## src/design/spc_pkg.sv

```systemverilog
// Shared types and constants for the shortest path cost core.
`timescale 1ns / 1ps
package spc_pkg;

  localparam int SPC_MAX_VERTICES = 64;
  localparam logic [15:0] SPC_NO_EDGE = 16'hFFFF;
  localparam logic [23:0] SPC_COST_MAX = 24'hFFFFFF;

  typedef enum logic [1:0] {
    FUNC_LOAD  = 2'd0,
    FUNC_QUERY = 2'd1,
    FUNC_CLEAR = 2'd2
  } spc_func_t;

  typedef enum logic [2:0] {
    S_IDLE,
    S_LOAD2,
    S_INIT,
    S_SCAN_GO,
    S_SCAN,
    S_RELAX,
    S_FINISH
  } spc_state_t;

  // Broadcast control from the sequencer to every cell
  typedef struct packed {
    logic        init;
    logic        relax;
    logic [15:0] pick_len;
    logic [23:0] pick_cost;
  } spc_ctl_t;

  // Minimum-search token that travels down the cell chain
  typedef struct packed {
    logic        valid;
    logic        found;
    logic [15:0] low;
    logic [23:0] cost;
  } spc_tok_t;

endpackage

```

## src/design/spc_cell.sv

```systemverilog
// One vertex cell: holds best length, cost and done flag, relaxes and passes the token.
`timescale 1ns / 1ps
module spc_cell import spc_pkg::*; #(
  parameter int MAX_VERTICES = SPC_MAX_VERTICES,
  parameter int CELL_IDX = 0,
  localparam int VW = $clog2(MAX_VERTICES),
  localparam int CW = $clog2(MAX_VERTICES + 1)
) (
  input  logic          clk,
  input  logic          rst_n,
  input  spc_ctl_t      ctl,
  input  logic [VW-1:0] src,
  input  logic [VW-1:0] pick_idx,
  input  logic [CW-1:0] n_active,
  input  logic [15:0]   edge_len,
  input  logic [15:0]   edge_cost,
  input  spc_tok_t      tok_i,
  input  logic [VW-1:0] tok_idx_i,
  output spc_tok_t      tok_o,
  output logic [VW-1:0] tok_idx_o,
  output logic [15:0]   len_o,
  output logic [23:0]   cost_o
);

  logic [15:0]   len_r, len_nxt;
  logic [23:0]   cost_r, cost_nxt;
  logic          done_r, done_nxt;
  spc_tok_t      tok_r, tok_nxt;
  logic [VW-1:0] tok_idx_r, tok_idx_nxt;
  logic [16:0]   sum;
  logic [24:0]   csum;
  logic [23:0]   csat;
  logic          is_self;

  assign is_self = (VW'(CELL_IDX) == src);

  // Candidate path through the picked vertex
  always_comb begin
    sum  = {1'b0, ctl.pick_len} + {1'b0, edge_len};
    csum = {1'b0, ctl.pick_cost} + {9'b0, edge_cost};
    csat = csum[24] ? SPC_COST_MAX : csum[23:0];
  end

  // Load, relax or hold the vertex state
  always_comb begin
    len_nxt  = len_r;
    cost_nxt = cost_r;
    done_nxt = done_r;
    if (ctl.init) begin
      len_nxt  = is_self ? 16'd0 : edge_len;
      cost_nxt = is_self ? 24'd0 : {8'd0, edge_cost};
      done_nxt = is_self || (CW'(CELL_IDX) >= n_active);
    end else if (ctl.relax) begin
      if (VW'(CELL_IDX) == pick_idx) begin
        done_nxt = 1'b1;
      end else if (!done_r && edge_len != SPC_NO_EDGE) begin
        if (sum < {1'b0, len_r}) begin
          len_nxt  = sum[15:0];
          cost_nxt = csat;
        end else if (sum == {1'b0, len_r} && csat < cost_r) begin
          cost_nxt = csat;
        end
      end
    end
  end

  // Take the token over when this vertex is strictly lower
  always_comb begin
    tok_nxt     = tok_i;
    tok_idx_nxt = tok_idx_i;
    if (tok_i.valid && !done_r && len_r < tok_i.low) begin
      tok_nxt.found = 1'b1;
      tok_nxt.low   = len_r;
      tok_nxt.cost  = cost_r;
      tok_idx_nxt   = VW'(CELL_IDX);
    end
  end

  always_ff @(posedge clk) begin
    if (!rst_n) begin
      done_r <= 1'b1;
      tok_r  <= '0;
    end else begin
      done_r <= done_nxt;
      tok_r  <= tok_nxt;
    end
  end

  always_ff @(posedge clk) begin
    len_r     <= len_nxt;
    cost_r    <= cost_nxt;
    tok_idx_r <= tok_idx_nxt;
  end

  assign tok_o     = tok_r;
  assign tok_idx_o = tok_idx_r;
  assign len_o     = len_r;
  assign cost_o    = cost_r;

endmodule

```

## config.mk

```make
export PLATFORM = sky130hd
export DESIGN_NAME = spc_cell
export DESIGN_NICKNAME = d
export VERILOG_FILES = /design/src/design/spc_pkg.sv /design/src/design/spc_cell.sv
export SDC_FILE = /design/constraint.sdc
export NUM_CORES = 1
export LEC_CHECK = 0
export CAP_MARGIN = 20
export CORE_MARGIN = 4
export CORE_UTILIZATION = 55
export CTS_CLUSTER_SIZE = 14
export DETAILED_ROUTE_END_ITERATION = 12
export DONT_BUFFER_PORTS = 1
export PLACE_DENSITY = 0.7
export SLEW_MARGIN = 20
export SYNTH_ARGS = -nofsm -noshare
export SYNTH_HDL_FRONTEND = slang
export SYNTH_SLANG_ARGS = --single-unit
```

## constraint.sdc

```tcl
create_clock -name clk -period 7.5 [get_ports clk]
set_input_delay 0 -clock clk [delete_from_list [all_inputs] [get_ports clk]]
set_output_delay 0 -clock clk [all_outputs]
set_load 0.005 [all_outputs]
```

; After elaboration in Yosys (flattened, before gate mapping)
; Cells that the tools add are included.
[word_totals]
regBits = 89
input_bits = 143
output_inout_bits = 88
wordCells = 51
[classes]
add_sub_neg = 2
order_cmp = 4
eq_ne = 3
mux = 18
n_reduce_logical = 16
[ops]
columns = op, n
row1 = 24-bit 2-to-1 mux, 7
row2 = 16-bit 2-to-1 mux, 7
row3 = 41-bit 2-to-1 mux, 1
row4 = 24-bit by 16-bit adder with 25-bit output, 1
row5 = 24-bit less-than comparator, 1
row6 = 16-bit by 16-bit adder with 17-bit output, 1
row7 = 17-bit by 16-bit equality test with 1-bit output, 1
row8 = 17-bit by 16-bit less-than comparator with 1-bit output, 1
row9 = 16-bit less-than comparator, 1
row10 = 16-bit inequality test (second input constant), 1
row11 = 6-bit logical NOT, 2
row12 = 4-bit AND reduction, 2
row13 = 2-bit nonzero test, 4
row14 = 1-bit by 7-bit >= comparator with 1-bit output (first input constant), 1
row15 = 1-bit logical AND, 4
row16 = 1-bit 2-to-1 mux, 3
row17 = 3-bit nonzero test, 1
row18 = 2-bit inequality test (second input constant), 1
row19 = 2-bit AND reduction, 1
row20 = 1-bit logical NOT, 1
row21 = 1-bit logical OR, 1

; Longest topological paths before layout
[logic_depth]
depth_word = 10
mapped_depth = 16
mapped_depth_nobuf = 16

; Worst setup path after synthesis
; OpenSTA, ideal clock, no wires.
[synth_path]
kind = in2reg
startpoint = input port ctl[24] (netlist name)
endpoint = register len_r[0] (netlist: len_o[0]) (enable)
setup_ns = 0.411
arrival_time_ns = 3.869
setup_slack_ns = 3.220
path_stages = 14
cell_sequence = ha_1 fa_1 a21o_1 a21oi_1 o211a_1 o31ai_1 a21o_1 a21oi_1 xnor2_1 ha_1 a22o_1 nor4_1 o311ai_0 o21ai_0
[synth_between]
elab_chain_cells = 4
[synth_rtl]
columns = element, line
row1 = "start, declared", spc_cell.sv:11  ; input spc_ctl_t ctl,
row2 = 16-bit by 16-bit adder with 17-bit output, spc_cell.sv:39  ; sum = {1'b0, ctl.pick_len} + {1'b0, edge_len};
row3 = 17-bit by 16-bit less-than comparator with 1-bit output, spc_cell.sv:57  ; if (sum < {1'b0, len_r}) begin
row4 = 2-bit nonzero test (no line), n/a
row5 = 4-bit AND reduction (no line), n/a
row6 = "end signal, assigned", spc_cell.sv:90  ; len_r <= len_nxt;
row7 = "end, declared", spc_cell.sv:25  ; logic [15:0] len_r, len_nxt;
; Every way passes these cells.
; A chain may end at the register's enable or synchronous reset.

; Worst setup path in the final report
[layout_path]
startpoint = input port ctl[0] (netlist name)
endpoint = register cost_r[14] (netlist: cost_o[14]) (enable)
[layout_between]
elab_chain_cells = 6
[layout_rtl]
columns = element, line
row1 = 24-bit by 16-bit adder with 25-bit output, spc_cell.sv:40  ; csum = {1'b0, ctl.pick_cost} + {9'b0, edge_cost};
row2 = 24-bit 2-to-1 mux, spc_cell.sv:41  ; csat = csum[24] ? SPC_COST_MAX : csum[23:0];
row3 = 24-bit less-than comparator, spc_cell.sv:60  ; end else if (sum == {1'b0, len_r} && csat < cost_r) begin
row4 = 1-bit logical AND, spc_cell.sv:60
row5 = 3-bit nonzero test (no line), n/a
row6 = 4-bit AND reduction (no line), n/a
row7 = "end signal, assigned", spc_cell.sv:91  ; cost_r <= cost_nxt;
row8 = "end, declared", spc_cell.sv:26  ; logic [23:0] cost_r, cost_nxt;
; Every way passes these cells.

==> flow_summary.json <==
{
  "layout_common_cells": "dlygate4sd3_1, ha_1, nand2_1",
  "fin_nets": 1202,
  "wire_per_inst_um": 21.50,
  "timing.rr.start": "len_o[1]",
  "grt_pass1_vias": 7453,
  "wirelength_um": 24770,
  "clockBufferDepth": 2,
  "synth_top_area_share_pct": 15.69,
  "start_kind": "input port",
  "antenna_cells": 0,
  "vias": 7716,
  "cts_made_buffers": 9,
  "grt_use_total_pct": 29.79,
  "fmax_mhz": 221.3,
  "fillers": 1153,
  "clkSlewWorstSetupHoldPaths_ns": 0.06,
  "drt_iter0_markers": 806,
  "cp.required_ns": 7.53,
  "switching_share_pct": 34.52,
  "switchingPower_uw": 569.5,
  "area_growth_pct": 17.31,
  "pwr-share-clk_pct": 28.6,
  "synth_area_um2": 7656,
  "rows": 42,
  "placed_area_um2": 7722,
  "cp-end-kind": "flip-flop",
  "core_um2": 13450,
  "drc": 0,
  "setup_violations": 0,
  "cts_tree": "yes",
  "antenna_found_initial": 0,
  "port_buffers": 0,
  "internal_power_mw": 1.080,
  "outcome": "finished clean",
  "synth_warnings": 0,
  "cts.htree.levels": 3,
  "boundaryPins": 231,
  "fp.dieW_um": 126.0,
  "routabilityCongestion": 0.9485,
  "overflow": 0,
  "combPwrFrac_pct": 33.5,
  "critPathMaxFanout": 19,
  "syn_inst": 922,
  "pwr-share-seq_pct": 37.9,
  "cts-resized-gates": 0,
  "rsz0062_at_grt": "no",
  "cap_viol_max_count": 0,
  "min_period_ns": 4.520,
  "start_util_pct": 56.91,
  "use_met2_pct": 46.85,
  "cts_sinks": 89,
  "setup_ws_ns": 2.980,
  "synth_edf_count": 40,
  "holdWs_ns": 0.01333,
  "synth-async-reset-ratio_pct": 0,
  "hold_viol_final": 0,
  "ys_seq_elements": 89,
  "place_ws_ns": 2.684,
  "postCtsHoldBufs": 90,
  "relSlewSlack_pct": 27.03,
  "ant_nets": 0,
  "synth_area_leaders": "edfxtp_1, ha_1, dfxtp_1, o311ai_1, a31oi_1",
  "crit_start": "ctl[0]",
  "fin_skew_ns": 0.01132,
  "via_per_inst": 6.698,
  "dp_hpwl_um": 17890,
  "yosys.area.top_type": "edfxtp_1",
  "grt_use_met1_pct": 40.76,
  "layout_commonest_cell": "dlygate4sd3_1",
  "tightestPinTransition_ns": 1.090,
  "hold_path_class": "input port to flip-flop",
  "drv_slew": 0,
  "drive_gt1_share_pct": 5.533,
  "grt_max_degree": 123,
  "synthesis.nets": 1153,
  "p_per_area_nw_per_um2": 183.7,
  "cp.arrival_ns": 4.55,
  "hold_start": "ctl[16]",
  "grt_use_met3_pct": 6.097,
  "cts_setup_buffers": 0,
  "ir_drop_mv": 0.1006,
  "fin_area_um2": 8981,
  "clk_latency_ns": 0.34,
  "yosysUniqueCellTypes": 75,
  "post-route-period-util_pct": 60.26,
  "ff2ff_setup_slack_ns": 3.53,
  "die_area_um2": 15870,
  "timing_worst_setup_path_type": "input port to flip-flop",
  "tns_ns": 0,
  "power_leakage_nw": 3.858,
  "busiest_layer": "met2",
  "dieHeight_um": 126.0,
  "cts-root-buf": "clkbuf_16",
  "ys.flop_type": "dfxtp_1",
  "first_pass_iters": 5,
  "syn_area_per_cell_um2": 8.304,
  "yosysSeqAreaShare_pct": 28.50,
  "grt_pass1_wl_um": 39050
}
## logic make-up after synthesis
kind of cell               count (synthesis)  synth area share, %
adders and majority gates                 88                14.58
and+or+nand+nor                          332                22.54
muxes                                      2               0.3268
AOI/OAI and AO/OA                        266                25.18
DFF                                       89                28.50
xor gates and xnor gates                  23                2.631
buffers and inverters                    122                6.243
## Yosys cell counts (all sizes together) (4+ instances only)
master	count
and3	48
edfxtp	40
a211oi	10
or2	7
a22o	16
dfxtp	49
o2bb2ai	4
a31oi	49
ha	86
buf	15
o311ai	41
nor2b	13
inv	62
and2	5
nor4	6
xnor2	12
clkbuf	45
o31ai	4
nand2	77
a21oi	47
o21ai	26
nor3	57
a21o	25
or3	4
nand3	53
nand4	13
xor2	11
o21a	15
nor2	34
## final timing paths
check | cells after the start | endpoint
hold reg to reg | 2 | tok_o[8]
setup reg to reg | 9 | tok_o[1]
setup / recovery | 17 | cost_o[14]
hold / removal | 2 | cost_o[16]
## critical path, cell delays in order
cell and delay (ns):
ha_1 0.23, fa_1 0.45, a211oi_2 0.27, nor2_2 0.10, o31ai_4 0.30, a2111oi_4 0.15, nor2_2 0.65, o21ai_0 0.29
ha_1 0.36, a21o_1 0.16, a21oi_1 0.13, nor2b_1 0.06, nor3_1 0.22, nand3b_1 0.10, o311a_1 0.31, o221ai_2 0.42
buf_4 0.34
## metal layers
metal  vias up  wire length (um)
met2       439             11220
met1      3617             10430
li1       3597                 -
met5         -                 0
met3        63              2395
met4         0               728
## sequential cells by signal (all words and copies together) (netlist names)
name       count
tok_o         42
cost_o        24
done_r         1
tok_idx_o      6
len_o         16
## final cells by class
cell class	count	area [um^2]	area share, %
repair buffers	98	991.0	11.03
flip-flops and latches	89	2182	24.30
inverters	62	232.7	2.591
well taps	176	220.2	2.452
clock buffers	13	302.8	3.371
clock inverters	3	17.52	0.1950
multi-input cells	711	5035	56.06
## power groups by stage
stage                     logic, mW  registers (mW)  clock network [mW]
after CTS                     0.540           0.625               0.473
final                         0.553           0.625               0.471
after global routing          0.614           0.629               0.494
after floorplan               0.390           0.606                   0
after global placement        0.462           0.635                   0
after detailed placement      0.483           0.635                   0
## per-stage QoR
stage,utilization (%),total power [mW],std cells
after floorplan,-,0.9960,922
after global placement,57.40,1.096,1045
after detailed placement,57.40,1.119,1045
after CTS,66.61,1.638,1151
after global routing,66.76,1.737,1152
final,66.76,1.650,1152
(Power assumes the default switching activity.)
